## config.mk

```make
export PLATFORM = sky130hd
export DESIGN_NAME = priority_inheritance_lock_manager
export DESIGN_NICKNAME = d
export VERILOG_FILES = /design/src/pilm_pkg.sv /design/src/priority_inheritance_lock_manager.sv
export VERILOG_INCLUDE_DIRS = /design/src /design/src/src
export SDC_FILE = /design/constraint.sdc
export NUM_CORES = 1
export LEC_CHECK = 0
export BUFFER_PORTS_ARGS = -buffer_cell sky130_fd_sc_hd__buf_2
export CAP_MARGIN = 20
export CORE_MARGIN = 5
export CORE_UTILIZATION = 55
export DETAILED_ROUTE_END_ITERATION = 8
export PLACE_DENSITY = 0.71
export SYNTH_ARGS = -nofsm -noshare
export SYNTH_HDL_FRONTEND = slang
export SYNTH_SLANG_ARGS = --single-unit
```

## constraint.sdc

```tcl
create_clock -name clk -period 5.1 [get_ports clk]
set_input_delay 0.51 -clock clk [delete_from_list [all_inputs] [get_ports clk]]
set_output_delay 0.51 -clock clk [all_outputs]
set_load 0.03 [all_outputs]
```

## src/priority_inheritance_lock_manager_macros.svh

```systemverilog
// Assertion macros for the priority-inheritance lock manager.
// Used by priority_inheritance_lock_manager.sv; expects clk and rst_n in scope.
`ifndef PRIORITY_INHERITANCE_LOCK_MANAGER_MACROS_SVH
`define PRIORITY_INHERITANCE_LOCK_MANAGER_MACROS_SVH

// Checked while out of reset.
`define PILM_ASSERT(lbl, prop, msg) \
    lbl: assert property (@(posedge clk) disable iff (!rst_n) prop) else $error(msg);

// Checked at every edge, reset included.
`define PILM_ASSERT_ALWAYS(lbl, prop, msg) \
    lbl: assert property (@(posedge clk) prop) else $error(msg);

`endif

```

## src/pilm_pkg.sv

```systemverilog
// Types and codes for the priority-inheritance lock manager.
// No dependencies; used by priority_inheritance_lock_manager.sv.
package pilm_pkg;

    localparam logic [1:0] CMD_INIT    = 2'd0;
    localparam logic [1:0] CMD_GET     = 2'd1;
    localparam logic [1:0] CMD_RELEASE = 2'd2;
    localparam logic [1:0] CMD_SETPRIO = 2'd3;

    localparam logic [3:0] ST_GRANTED  = 4'd0;
    localparam logic [3:0] ST_BLOCKED  = 4'd1;
    localparam logic [3:0] ST_FREED    = 4'd2;
    localparam logic [3:0] ST_XFER     = 4'd3;
    localparam logic [3:0] ST_BAD_RES  = 4'd4;
    localparam logic [3:0] ST_NO_TASK  = 4'd5;
    localparam logic [3:0] ST_NESTED   = 4'd6;
    localparam logic [3:0] ST_NOT_OWN  = 4'd7;
    localparam logic [3:0] ST_PRIO_SET = 4'd8;

    typedef struct packed {
        logic [1:0] command;
        logic [4:0] resource;
        logic [3:0] task_req;
        logic       task_present;
        logic [7:0] priority_req;
    } cmd_t;

    typedef struct packed {
        logic [3:0] status;
        logic [3:0] affected_task;
        logic       affected_valid;
        logic [7:0] new_priority;
        logic [7:0] restored_priority;
        logic       restored_valid;
        logic       schedule_request;
    } rsp_t;

    // all-zero entry: unlocked, no waiter
    typedef struct packed {
        logic       locked;
        logic [3:0] owner;
        logic       waiter_valid;
        logic [3:0] waiter;
    } res_entry_t;

    // all-zero entry: priority 0, not boosted
    typedef struct packed {
        logic [7:0] prio;
        logic [7:0] saved;
        logic       boosted;
    } task_entry_t;

endpackage

```

## src/priority_inheritance_lock_manager.sv

```systemverilog
// Priority-inheritance lock manager: each command item passes through read and execute steps, and
// waits at its execute step while the previous response item is still waiting at rsp. The
// task entry of the owner or waiter can only be read once the resource entry has come out of its
// memory, so the two task-table reads are serialized.
// Both tables reset to empty at once through per-entry valid bits; no clearing pass is needed.
// One response item follows every command item, in order.
//
// Top level of the lock manager; depends on pilm_pkg and
// priority_inheritance_lock_manager_macros.svh.
`include "priority_inheritance_lock_manager_macros.svh"

module priority_inheritance_lock_manager #(
    parameter int RESOURCES = 16,
    parameter int TASKS     = 16
) (
    input  logic           clk,
    input  logic           rst_n,
    input  logic           cmd_valid,
    output logic           cmd_ready,
    input  pilm_pkg::cmd_t cmd,
    output logic           rsp_valid,
    input  logic           rsp_ready,
    output pilm_pkg::rsp_t rsp
);

    localparam int RES_AW  = (RESOURCES > 1) ? $clog2(RESOURCES) : 1;
    localparam int TASK_AW = (TASKS > 1) ? $clog2(TASKS) : 1;
    localparam logic [5:0] RES_LIMIT  = 6'(RESOURCES);
    localparam logic [4:0] TASK_LIMIT = 5'(TASKS);

    localparam logic [1:0] S_IDLE = 2'd0;
    localparam logic [1:0] S_READ = 2'd1;
    localparam logic [1:0] S_EXEC = 2'd2;

    logic [1:0] state_reg, state_next;
    pilm_pkg::cmd_t item_reg;
    pilm_pkg::task_entry_t prio_t_reg;
    pilm_pkg::rsp_t rsp_reg, rsp_next;
    logic rsp_valid_reg;

    pilm_pkg::res_entry_t res_mem [RESOURCES];
    logic [RESOURCES-1:0] res_vld_reg;
    pilm_pkg::res_entry_t res_rdata_reg;
    logic res_rvld_reg;
    pilm_pkg::res_entry_t res_q;
    logic res_we;
    pilm_pkg::res_entry_t res_wdata;

    pilm_pkg::task_entry_t tp_mem [TASKS];
    logic [TASKS-1:0] tp_vld_reg;
    pilm_pkg::task_entry_t tp_rdata_reg;
    logic tp_rvld_reg;
    pilm_pkg::task_entry_t tp_q;
    logic tp_re;
    logic [3:0] tp_rsel;
    logic [3:0] tp_raddr;
    logic tp_we;
    logic [3:0] tp_waddr;
    pilm_pkg::task_entry_t tp_wdata;

    logic [TASKS-1:0] blocked_reg;
    logic blk_we;
    logic [3:0] blk_waddr;
    logic blk_wdata;

    logic accept;
    logic exec_go;
    logic res_ok;
    logic task_ok;
    logic rsp_is_release;

    assign cmd_ready = (state_reg == S_IDLE);
    assign accept    = cmd_valid && cmd_ready;
    assign exec_go   = (state_reg == S_EXEC) && (!rsp_valid_reg || rsp_ready);
    assign rsp_valid = rsp_valid_reg;
    assign rsp       = rsp_reg;

    assign res_q = res_rvld_reg ? res_rdata_reg : '0;
    assign tp_q  = tp_rvld_reg ? tp_rdata_reg : '0;

    assign res_ok  = ({1'b0, item_reg.resource} < RES_LIMIT);
    assign task_ok = ({1'b0, item_reg.task_req} < TASK_LIMIT);

    assign rsp_is_release = (rsp.status == pilm_pkg::ST_FREED) ||
                            (rsp.status == pilm_pkg::ST_XFER);

    // second task read: owner on get, waiter on release
    assign tp_rsel  = (item_reg.command == pilm_pkg::CMD_GET) ? res_q.owner : res_q.waiter;
    assign tp_re    = accept || (state_reg == S_READ);
    assign tp_raddr = accept ? cmd.task_req : tp_rsel;

    always_comb
    begin
        state_next = state_reg;
        unique case (state_reg)
            S_IDLE:  if (accept) state_next = S_READ;
            S_READ:  state_next = S_EXEC;
            S_EXEC:  if (exec_go) state_next = S_IDLE;
            default: state_next = S_IDLE;
        endcase
    end

    always_ff @(posedge clk or negedge rst_n)
    begin
        if (!rst_n)
        begin
            state_reg     <= S_IDLE;
            rsp_valid_reg <= 1'b0;
            res_vld_reg   <= '0;
            tp_vld_reg    <= '0;
            blocked_reg   <= '0;
            res_rvld_reg  <= 1'b0;
            tp_rvld_reg   <= 1'b0;
        end
        else
        begin
            state_reg <= state_next;
            if (exec_go)
                rsp_valid_reg <= 1'b1;
            else if (rsp_ready)
                rsp_valid_reg <= 1'b0;
            if (res_we)
                res_vld_reg[item_reg.resource[RES_AW-1:0]] <= 1'b1;
            if (tp_we)
                tp_vld_reg[tp_waddr[TASK_AW-1:0]] <= 1'b1;
            if (blk_we)
                blocked_reg[blk_waddr[TASK_AW-1:0]] <= blk_wdata;
            if (accept)
                res_rvld_reg <= res_vld_reg[cmd.resource[RES_AW-1:0]];
            if (tp_re)
                tp_rvld_reg <= tp_vld_reg[tp_raddr[TASK_AW-1:0]];
        end
    end

    always_ff @(posedge clk)
    begin
        if (res_we)
            res_mem[item_reg.resource[RES_AW-1:0]] <= res_wdata;
        if (accept)
            res_rdata_reg <= res_mem[cmd.resource[RES_AW-1:0]];
    end

    always_ff @(posedge clk)
    begin
        if (tp_we)
            tp_mem[tp_waddr[TASK_AW-1:0]] <= tp_wdata;
        if (tp_re)
            tp_rdata_reg <= tp_mem[tp_raddr[TASK_AW-1:0]];
    end

    always_ff @(posedge clk)
    begin
        if (accept)
            item_reg <= cmd;
        if (state_reg == S_READ)
            prio_t_reg <= tp_q;
        if (exec_go)
            rsp_reg <= rsp_next;
    end

    // command execution; tp_q holds the owner's or waiter's entry here
    always_comb
    begin
        rsp_next  = '0;
        res_we    = 1'b0;
        res_wdata = res_q;
        tp_we     = 1'b0;
        tp_waddr  = item_reg.task_req;
        tp_wdata  = prio_t_reg;
        blk_we    = 1'b0;
        blk_waddr = item_reg.task_req;
        blk_wdata = 1'b0;

        priority if (item_reg.command == pilm_pkg::CMD_SETPRIO)
        begin
            if (task_ok)
            begin
                tp_we = 1'b1;
                tp_wdata.prio = item_reg.priority_req;
                rsp_next.status = pilm_pkg::ST_PRIO_SET;
            end
            else
                rsp_next.status = pilm_pkg::ST_NO_TASK;
        end
        else if (!res_ok)
            rsp_next.status = pilm_pkg::ST_BAD_RES;
        else if (item_reg.command == pilm_pkg::CMD_INIT)
        begin
            res_we = 1'b1;
            res_wdata = '0;
            rsp_next.status = pilm_pkg::ST_FREED;
        end
        else if (!item_reg.task_present || !task_ok)
            rsp_next.status = pilm_pkg::ST_NO_TASK;
        else if (item_reg.command == pilm_pkg::CMD_GET)
        begin
            if (!res_q.locked)
            begin
                res_we = 1'b1;
                res_wdata = '0;
                res_wdata.locked = 1'b1;
                res_wdata.owner = item_reg.task_req;
                rsp_next.status = pilm_pkg::ST_GRANTED;
            end
            else if (res_q.owner == item_reg.task_req)
                rsp_next.status = pilm_pkg::ST_NESTED;
            else
            begin
                if (prio_t_reg.prio < tp_q.prio)
                begin
                    tp_we = 1'b1;
                    tp_waddr = res_q.owner;
                    tp_wdata.prio = prio_t_reg.prio;
                    tp_wdata.saved = tp_q.boosted ? tp_q.saved : tp_q.prio;
                    tp_wdata.boosted = 1'b1;
                    rsp_next.affected_task = res_q.owner;
                    rsp_next.affected_valid = 1'b1;
                    rsp_next.new_priority = prio_t_reg.prio;
                end
                res_we = 1'b1;
                res_wdata.waiter_valid = 1'b1;
                res_wdata.waiter = item_reg.task_req;
                blk_we = 1'b1;
                blk_wdata = 1'b1;
                rsp_next.status = pilm_pkg::ST_BLOCKED;
            end
        end
        else
        begin
            if (!res_q.locked || res_q.owner != item_reg.task_req)
                rsp_next.status = pilm_pkg::ST_NOT_OWN;
            else
            begin
                if (prio_t_reg.boosted)
                begin
                    tp_we = 1'b1;
                    tp_wdata.prio = prio_t_reg.saved;
                    tp_wdata.boosted = 1'b0;
                    rsp_next.restored_priority = prio_t_reg.saved;
                    rsp_next.restored_valid = 1'b1;
                end
                res_we = 1'b1;
                if (res_q.waiter_valid && blocked_reg[res_q.waiter[TASK_AW-1:0]])
                begin
                    res_wdata = '0;
                    res_wdata.locked = 1'b1;
                    res_wdata.owner = res_q.waiter;
                    blk_we = 1'b1;
                    blk_waddr = res_q.waiter;
                    blk_wdata = 1'b0;
                    rsp_next.affected_task = res_q.waiter;
                    rsp_next.affected_valid = 1'b1;
                    rsp_next.new_priority = tp_q.prio;
                    rsp_next.status = pilm_pkg::ST_XFER;
                end
                else
                begin
                    res_wdata = '0;
                    rsp_next.status = pilm_pkg::ST_FREED;
                end
                rsp_next.schedule_request = 1'b1;
            end
        end

        if (!exec_go)
        begin
            res_we = 1'b0;
            tp_we  = 1'b0;
            blk_we = 1'b0;
        end
    end

    `PILM_ASSERT(a_accept_to_exec, accept |-> ##2 (state_reg == S_EXEC), "item lost before execute")
    `PILM_ASSERT(a_rsp_from_exec, $rose(rsp_valid) |-> ($past(state_reg) == S_EXEC), "bad rsp raise")
    `PILM_ASSERT(a_writes_in_exec, (res_we || tp_we || blk_we) |-> exec_go, "write outside execute")
    `PILM_ASSERT(a_sched_status, (rsp_valid && rsp.schedule_request) |-> rsp_is_release, "stray sched")
    `PILM_ASSERT_ALWAYS(a_reset_idle, !rst_n |=> (!rsp_valid && state_reg == S_IDLE), "busy in reset")

endmodule

```

Word-level counts from Yosys, hierarchy flattened
Memory sizes are Yosys's and may differ from the RTL's. A register that Yosys moved wholly into a read port is not among the register bits.
Index checks and enable logic that the tools add are counted.
{ "totals": {"ff_bits": 117, "output_inout_bits": 29, "word_cells": 185, "mem_count": 2, "ram_bits": 432} }
{ "classes": {"eq_ne": 8, "bitwise_logic": 5, "n_lt_le_gt_ge": 11, "reduce_logical": 21, "muxes": 114} }
{ "mem_list": {"columns": ["name", "words", "width", "rd", "rd_clocked_by_memory_dff", "write_ports", "line_no", "text"], "rows": [
  ["tp_mem", 16, 17, 1, 1, 1, "priority_inheritance_lock_manager.sv:49", "pilm_pkg::task_entry_t tp_mem [TASKS];"],
  ["res_mem", 16, 10, 1, 1, 1, "priority_inheritance_lock_manager.sv:41", "pilm_pkg::res_entry_t res_mem [RESOURCES];"]
]} }
{ "op_table": {"columns": ["operator", "count"], "rows": [
  ["$mux W4", 22],
  ["$mux W17", 5],
  ["$mux W10", 8],
  ["$mux W13", 4],
  ["$mux W1", 49],
  ["$mux W8", 6],
  ["$mux W9", 5],
  ["$or A16 B16 Y16", 2],
  ["$lt A4 B5 Y1 const B", 6],
  ["$mux W23", 1],
  ["$bwmux W16", 1],
  ["$bmux W1 S4", 3],
  ["$demux W1 S4", 3],
  ["$ge A4 B1 Y1 const B", 3],
  ["$mux W5", 2],
  ["$lt A8 B8 Y1", 1],
  ["$reduce_or A7 Y1", 1],
  ["$logic_and A1 B1 Y1", 6],
  ["$mux W3", 2],
  ["$pmux W2 S3", 1],
  ["$reduce_or A6 Y1", 1],
  ["$lt A5 B5 Y1 const B", 1],
  ["$reduce_or A5 Y1", 1],
  ["$eq A2 B1 Y1 const B", 2],
  ["15 further kinds", 23]
]} }

Longest topological paths before layout
Gate-level depths: netlist of the first run.
{ "depth": {"ltp_word": 16, "mapped_depth": 11} }

Worst setup path before layout of the first run
Ideal clock, no wire load.
{ "synth_timing": {"path_kind": "reg2reg", "from": "register tp_rvld_reg", "to": "memory tp_mem[0][0] in the netlist's numbering (enable)", "t_arrival_ns": 3.124, "path_buffers": 3, "path_slack_ns": 1.585, "required_time_ns": 4.709, "setup_ns": 0.391, "path_stages_with_launch": 11, "period_less_slack_ns": 3.515, "path_cell_list": "dfrtp_1 > clkbuf_1 > clkbuf_1 > nand2_1 > ha_1 > a211o_1 > a211oi_1 > o21a_1 > a31oi_4 > buf_6 > nor2_1"} }
{ "synth_between": {"elab_chain_cells": 13, "elab_cells_between_ends": 21, "cone_classes": "order compare: 1; mux: 20"} }
{ "synth_lines": {"columns": ["element", "line_no", "text"], "rows": [
  ["start, declared", "priority_inheritance_lock_manager.sv:52", "logic tp_rvld_reg;"],
  ["start signal, assigned", "priority_inheritance_lock_manager.sv:131", "tp_rvld_reg <= tp_vld_reg[tp_raddr[TASK_AW-1:0]];"],
  ["$mux W17 (*)", "priority_inheritance_lock_manager.sv:79", "assign tp_q = tp_rvld_reg ? tp_rdata_reg : '0;"],
  ["$lt A8 B8 Y1 (*)", "priority_inheritance_lock_manager.sv:209", "if (prio_t_reg.prio < tp_q.prio)"],
  ["$mux W1", "priority_inheritance_lock_manager.sv:209", null],
  ["$mux W1", "priority_inheritance_lock_manager.sv:205", "else if (res_q.owner == item_reg.task_req)"],
  ["$mux W1", "priority_inheritance_lock_manager.sv:197", "if (!res_q.locked)"],
  ["$mux W1", "priority_inheritance_lock_manager.sv:195", "else if (item_reg.command == pilm_pkg::CMD_GET)"],
  ["$mux W1", "priority_inheritance_lock_manager.sv:193", "else if (!item_reg.task_present || !task_ok)"],
  ["$mux W1", "priority_inheritance_lock_manager.sv:187", "else if (item_reg.command == pilm_pkg::CMD_INIT)"],
  ["$mux W1", "priority_inheritance_lock_manager.sv:185", "else if (!res_ok)"],
  ["$mux W1", "priority_inheritance_lock_manager.sv:174", "priority if (item_reg.command == pilm_pkg::CMD_SETPRIO)"],
  ["$mux W1", "priority_inheritance_lock_manager.sv:265", "if (!exec_go)"],
  ["$mux W1", "priority_inheritance_lock_manager.sv:145", "if (tp_we)"],
  ["$mux W1 (implied by the code)", "priority_inheritance_lock_manager.sv:146", "tp_mem[tp_waddr[TASK_AW-1:0]] <= tp_wdata;"],
  ["end, declared", "priority_inheritance_lock_manager.sv:49", null]
]} }
Mark *: on every way between the ends. The rest lies on a longest branch, timed or not.

Final worst setup path of the first run
{ "layout_timing": {"from": "register tp_rvld_reg", "to": "memory tp_mem[13][9] in the netlist's numbering (enable)"} }
Same word-level chain as after synthesis.

==> results of run 1 <==
cell usage in the layout (no fill, tap or decap), types with 35 or more instances in the layout:
master     count
buf_2         53
buf_4         65
clkbuf_16     57
dfrtp_1       53
edfxtp_1     523
mux2i_1       78
mux4_2        58
nand2_1      312
nand3_1      116
nor2_1        79
o21ai_0       35
where the power goes:
| group | switching (mW) | total [mW] | internal [mW] |
|---|---|---|---|
| registers | 0.208 | 5.89 | 5.68 |
| logic | 1.87 | 2.62 | 0.748 |
| clock network | 1.70 | 3.96 | 2.26 |
| total | 3.78 | 12.5 | 8.69 |
cells by family (layout without fill, tap and decap cells):
| logic type | count (synthesis) | in the layout | share of synthesized area |
|---|---|---|---|
| fa+ha+maj | 11 | 11 | 0.005584 |
| other cells | 0 | 1 | 0 |
| compound gates | 230 | 230 | 0.06985 |
| mux | 148 | 148 | 0.09016 |
| xor+xnor | 4 | 4 | 0.002031 |
| flops | 576 | 576 | 0.6910 |
| simple gates | 640 | 640 | 0.1167 |
| buf+inv | 146 | 260 | 0.02467 |
metal layers:
layer  vias to the layer above  track usage
met5                         -            0
met4                         2      0.06144
met3                       120      0.05905
met2                       764       0.3743
met1                      7599       0.3532
li1                       6818            -
metrics by stage:
stage                     setup slack (ns)  hold slack [ns]  total power, mW  instances
after detailed placement            0.8922           0.4547            8.549       2355
after global routing                0.6190          0.04612            12.96       2461
after CTS                           0.8499          0.04182            12.49       2458
final                               0.8632          0.05614            12.47       2462
after global placement              0.9713           0.4418            8.500       2353
after floorplan                      1.585           0.2144            7.503       1755
synth_stat cells, types with 8 or more instances:
cell type,n,area share
a21oi_1,28,0.0057
a22oi_1,12,0.0037
a31oi_1,12,0.0030
a32oi_1,23,0.0082
a41o_1,12,0.0049
and2_1,22,0.0056
buf_1,10,0.0015
buf_2,12,0.0024
clkbuf_1,82,0.012
dfrtp_1,53,0.054
edfxtp_1,523,0.64
ha_1,11,0.0056
inv_1,32,0.0049
mux2_2,9,0.0041
mux2i_1,78,0.032
mux4_2,58,0.053
nand2_1,312,0.048
nand2b_1,9,0.0023
nand3_1,116,0.024
nand3b_1,10,0.0030
nor2_1,95,0.014
nor3_1,33,0.0067
nor4_1,13,0.0033
o21ai_0,35,0.0071
o21bai_1,17,0.0052
o221ai_1,18,0.0064
o22ai_1,11,0.0028
o41ai_1,8,0.0028
worst paths after layout:
check,depth (start not counted),end,from,slack (ns)
worst max-delay path,8,tp_mem[13][9],tp_rvld_reg,0.86
worst min-delay path,2,res_vld_reg[9],rst_n,0.06
worst max register to register,8,tp_mem[13][9],tp_rvld_reg,0.86
worst min register to register,1,res_vld_reg[3],res_vld_reg[3],0.46
max in group asynchronous,2,tp_vld_reg[1],rst_n,4.53
min in group clk,1,item_reg[8],cmd[8],0.07
cell type report:
type,count,area (µm²),area share
Multi-Input combinational cell,1033,7113,0.2574
Timing Repair Buffer,122,833.3,0.03016
Antenna cell,1,2.502,0.00009057
Sequential cell,576,17030,0.6164
Inverter,35,131.4,0.004755
Clock inverter,31,255.2,0.009238
Clock buffer,72,1523,0.05511
Tap cell,592,740.7,0.02681
==> results.json, run 1 <==
{
  "cts_tree": "built",
  "ys_ff_latch": 576,
  "critPathKind": "register to register",
  "ys.flop_type": "edfxtp_1",
  "cp_num_buf_inv": 1,
  "cts-resized-gates": 0,
  "grt_max_degree": 99,
  "ys_seq_area_frac": 0.6910,
  "grt_pass1_wl_mm": 91.20,
  "route.met2.wl_mm": 28.17,
  "post-dp-hpwl_mm": 41.00,
  "clk_latency_ns": 0.62,
  "wirelength_mm": 60.58,
  "vias_per_cell": 6.216,
  "cts_root_buf": "clkbuf_16",
  "fin_tns_setup_ns": 0,
  "path_delay_family": "compound AO/OA/AOI/OAI gates",
  "finalHoldViolations": 0,
  "syn_nets": 1790,
  "finish.instance_area_um2": 27630,
  "synthArstFlopShare": 0.09201,
  "grt_usage": 0.2423,
  "netlist-cell-type-count": 74,
  "crit_chain": "nand2_1 -> ha_1 -> a211o_1 -> a211oi_1 -> o21a_1 -> a31oi_4 -> buf_4 -> nor2_2",
  "power_density_nw_per_um2": 451.3,
  "cp_slowest_cell": "nor2_2",
  "top_layer_used": "met5",
  "fin_crit_sh": 0.8307,
  "gr-total-overflow": 0,
  "final_nets": 1858,
  "fmax_mhz": 236.0,
  "run_status": "finished, final reports clean",
  "fill_cells": 3217,
  "synth_warnings": 0,
  "start_util": 0.5562,
  "coreArea_um2": 44320,
  "num_io_pins": 53,
  "cts_buffers": 55,
  "fin_util": 0.6235,
  "synth_cells": 1755,
  "vdd_ir_drop_max_v": 0.0002543,
  "rsz0062_at_grt": "no",
  "cellLeakagePower_nw": 9.980,
  "antenna_found_initial": 4,
  "wl_per_cell_um": 24.61,
  "crit_path_max_fanout": 22,
  "first_iter_violations": 1746,
  "layout_min_cycle_time_ns": 4.237,
  "slowest_delay_ns": 0.71,
  "dieArea_um2": 49150,
  "clk_pin_slew_ns": 0.07,
  "layout-drive-gt1-share": 0.1675,
  "min_path_type": "input port to async pin",
  "met3_length_mm": 6.157,
  "syn_area_um2": 24650,
  "postCtsHoldBufs": 0,
  "end_kind": "register",
  "startpoint_type": "register",
  "syn_to_final_growth_pct": 12.10,
  "post_cts_buffers": 0,
  "die_width_um": 221.7,
  "vias": 15303,
  "postPlaceCellArea_um2": 25830,
  "cts_buffer_depth": 3,
  "cts-htree-levels": 2,
  "max_slew.worst_pin.slew_ns": 1.207,
  "portBuffers": 52,
  "postRouteAntennaNets": 0,
  "crit_required_ns": 5.33,
  "setup_viol": 0,
  "place_congestion": 0.9584,
  "fp-row-count": 77,
  "relSlewSlack": 0.1871,
  "synth_edf_count": 523,
  "slew_violations": 0,
  "clock-sinks": 576,
  "drc": 0,
  "synth_area_per_cell_um2": 14.04,
  "firstDrtPassIters": 5,
  "cp.arrival_ns": 4.46,
  "drv_cap": 0,
  "wl_met1_mm": 24.73,
  "grt_pass1_vias": 14749,
  "dieHeight_um": 221.7,
  "finClkSkew_ns": 0.03850,
  "largest_reg_flops": 272
}
Power figures use the tool's default switching activity.
==> inputs of run 2 (changes only) <==
- PLACE_DENSITY: 0.71 -> 0.74
- clock period: 5.1 -> 3.7 ns (I/O delays scaled with it)
==> run 2 against run 1 <==
Compared with the run above: critical path depth is 1 higher; register-to-register slack worse by 0.48 ns; die area stayed put; clock power is 32% higher; clock skew is 0.022 ns lower; first-iteration DRC count is 14% higher; critical path type unchanged; global-route usage hardly changed; worst setup slack worse by 0.48 ns; fmax is 28% higher.
==> results.json, run 2 (synthesis results as in run 1) <==
{
  "dp.cells": 2414,
  "min_path_type": "input port to register",
  "holdPathEnd": "item_reg[12]",
  "critPathKind": "register to register",
  "layout_min_cycle_time_ns": 3.320,
  "vdd_ir_drop_max_v": 0.0004198,
  "run_status": "finished, final reports clean",
  "end_kind": "register",
  "finalHoldViolations": 0,
  "hold_ws_ns": 0.04187,
  "cellLeakagePower_nw": 10.28,
  "hp-start": "cmd[12]",
  "clk_pin_slew_ns": 0.06,
  "postRouteAntennaNets": 0,
  "cts_buffers": 54,
  "vias": 15605,
  "combPwrFrac": 0.213,
  "power_density_nw_per_um2": 598.9,
  "final_cell_mix": "edfxtp_1 (523), nand2_1 (312), nand3_1 (116)",
  "cts_root_buf": "clkbuf_16",
  "num_io_pins": 53,
  "rsz0062_at_grt": "no",
  "r2r_start": "item_reg[9]",
  "largest_reg_flops": 272,
  "firstDrtPassIters": 6,
  "wirelength_mm": 60.12,
  "portBuffers": 52,
  "coreArea_um2": 44320,
  "syn_to_final_growth_pct": 14.72,
  "clock-sinks": 576,
  "gr-total-overflow": 0,
  "fp-row-count": 77,
  "slew_violations": 0,
  "startpoint_type": "register",
  "grt_pass1_vias": 15374,
  "setup_viol": 0,
  "wl_per_cell_um": 23.79,
  "dieArea_um2": 49150,
  "stdcell_count": 2527,
  "crit_path_max_fanout": 12,
  "power.internal_mw": 11.89,
  "sw_frac_of_total": 0.2977,
  "cts-htree-levels": 2,
  "pwr-share-clk": 0.307,
  "crit_required_ns": 4.00,
  "drc": 0,
  "fin_tns_setup_ns": 0,
  "hold_path_depth": 1,
  "pwr-share-seq": 0.480,
  "cts_buffer_depth": 3,
  "reg2reg_to": "res_mem[13][7]",
  "fin_crit_sh": 0.8973,
  "layout-drive-gt1-share": 0.1897,
  "first_iter_violations": 1997,
  "finClkSkew_ns": 0.01672,
  "cts_tree": "built",
  "grt_pass1_wl_mm": 92.44,
  "place_congestion": 0.9466,
  "relSlewSlack": 0.2466,
  "antenna_found_initial": 0,
  "final_nets": 1926,
  "dieHeight_um": 221.7,
  "vias_per_cell": 6.175,
  "start_util": 0.5562,
  "clk_latency_ns": 0.61,
  "fin_ws_ns": 0.3798,
  "ff2ff_path_depth": 9,
  "grt_max_degree": 51,
  "grt_usage": 0.2419,
  "regToRegSetupSlack_ns": 0.38,
  "place_ws_ns": 0.4580,
  "layout_commonest_cell": "edfxtp_1",
  "cp.arrival_ns": 3.62,
  "post-dp-hpwl_mm": 38.21,
  "die_width_um": 221.7,
  "fmax_mhz": 301.2,
  "switchingPower_mw": 5.040,
  "max_slew.worst_pin.slew_ns": 1.130,
  "fill_cells": 3072,
  "drv_cap": 0,
  "num_antenna_cells": 0
}
run 2: cell types whose count changed in the layout (fill, tap and decap cells not counted), moves of 2 or more:
cell / before / now
buf_12: 4 / 21
clkbuf_8: 4 / 1
dlygate4sd3_1: 0 / 13
clkbuf_1: 11 / 15
buf_4: 65 / 104
clkbuf_16: 57 / 55
clkinv_1: 17 / 13
clkinvlp_4: 0 / 5
run 2: power by group through the flow:
stage               clock network, mW  logic, mW  registers [mW]
global placement                    0       3.45            8.23
floorplan                           0       2.17            8.17
detailed placement                  0       3.52            8.24
global route                     5.58       3.89            8.14
CTS                              5.27       3.56            8.10
finish                           5.21       3.61            8.12
run 2: stage by stage:
step / util / cell area, µm² / power [mW]
global placement: 0.5974 / 26470 / 11.68
floorplan: - / 24650 / 10.34
finish: 0.6380 / 28270 / 16.93
CTS: 0.6379 / 28270 / 16.93
detailed placement: 0.5977 / 26490 / 11.76
global route: 0.6380 / 28270 / 17.61
run 2: worst max-delay path, cell delays in order, from the launching register on:
cell	delay [ns]
edfxtp_1	0.55
xor2_2	0.26
nor4_1	0.40
buf_4	0.20
nand3_1	0.12
a21oi_1	0.41
o2111ai_1	0.16
buf_4	0.24
nor3_1	0.40
buf_4	0.26
run 2: worst max-delay path by stage:
stage | from | end | slack (ns) | cells after the start
detailed placement | cmd_valid | tp_rdata_reg[14] | 0.46 | 8
CTS | item_reg[19] | tp_rdata_reg[14] | 0.43 | 9
global placement | item_reg[9] | blocked_reg[12] | 0.48 | 5
finish | item_reg[9] | res_mem[13][7] | 0.38 | 9
global route | item_reg[9] | res_mem[13][7] | 0.26 | 9
floorplan | tp_rvld_reg | tp_mem[0][0] | 0.19 | 10
run 2: routing by layer:
layer | GRT usage | share of wire
met1 | 0.3476 | 0.41
met2 | 0.3856 | 0.47
met3 | 0.04978 | 0.094
met4 | 0.06204 | 0.023
met5 | 0 | 0
run 2: layout make-up:
| class | count | area, µm² | share of cell area |
|---|---|---|---|
| flip-flops and latches | 576 | 17030 | 0.6024 |
| clock inverters | 29 | 202.7 | 0.007169 |
| inverters | 35 | 131.4 | 0.004646 |
| multi-input cells | 1033 | 7116 | 0.2517 |
| clock buffers | 71 | 1446 | 0.05116 |
| well taps | 592 | 740.7 | 0.02620 |
| repair buffers | 191 | 1607 | 0.05682 |
run 2: what timing repair did:
item,CTS,global route
hold buffers,13,0
gates resized for setup,0,0
hold endpoints to repair,41,0
setup buffers,0,0
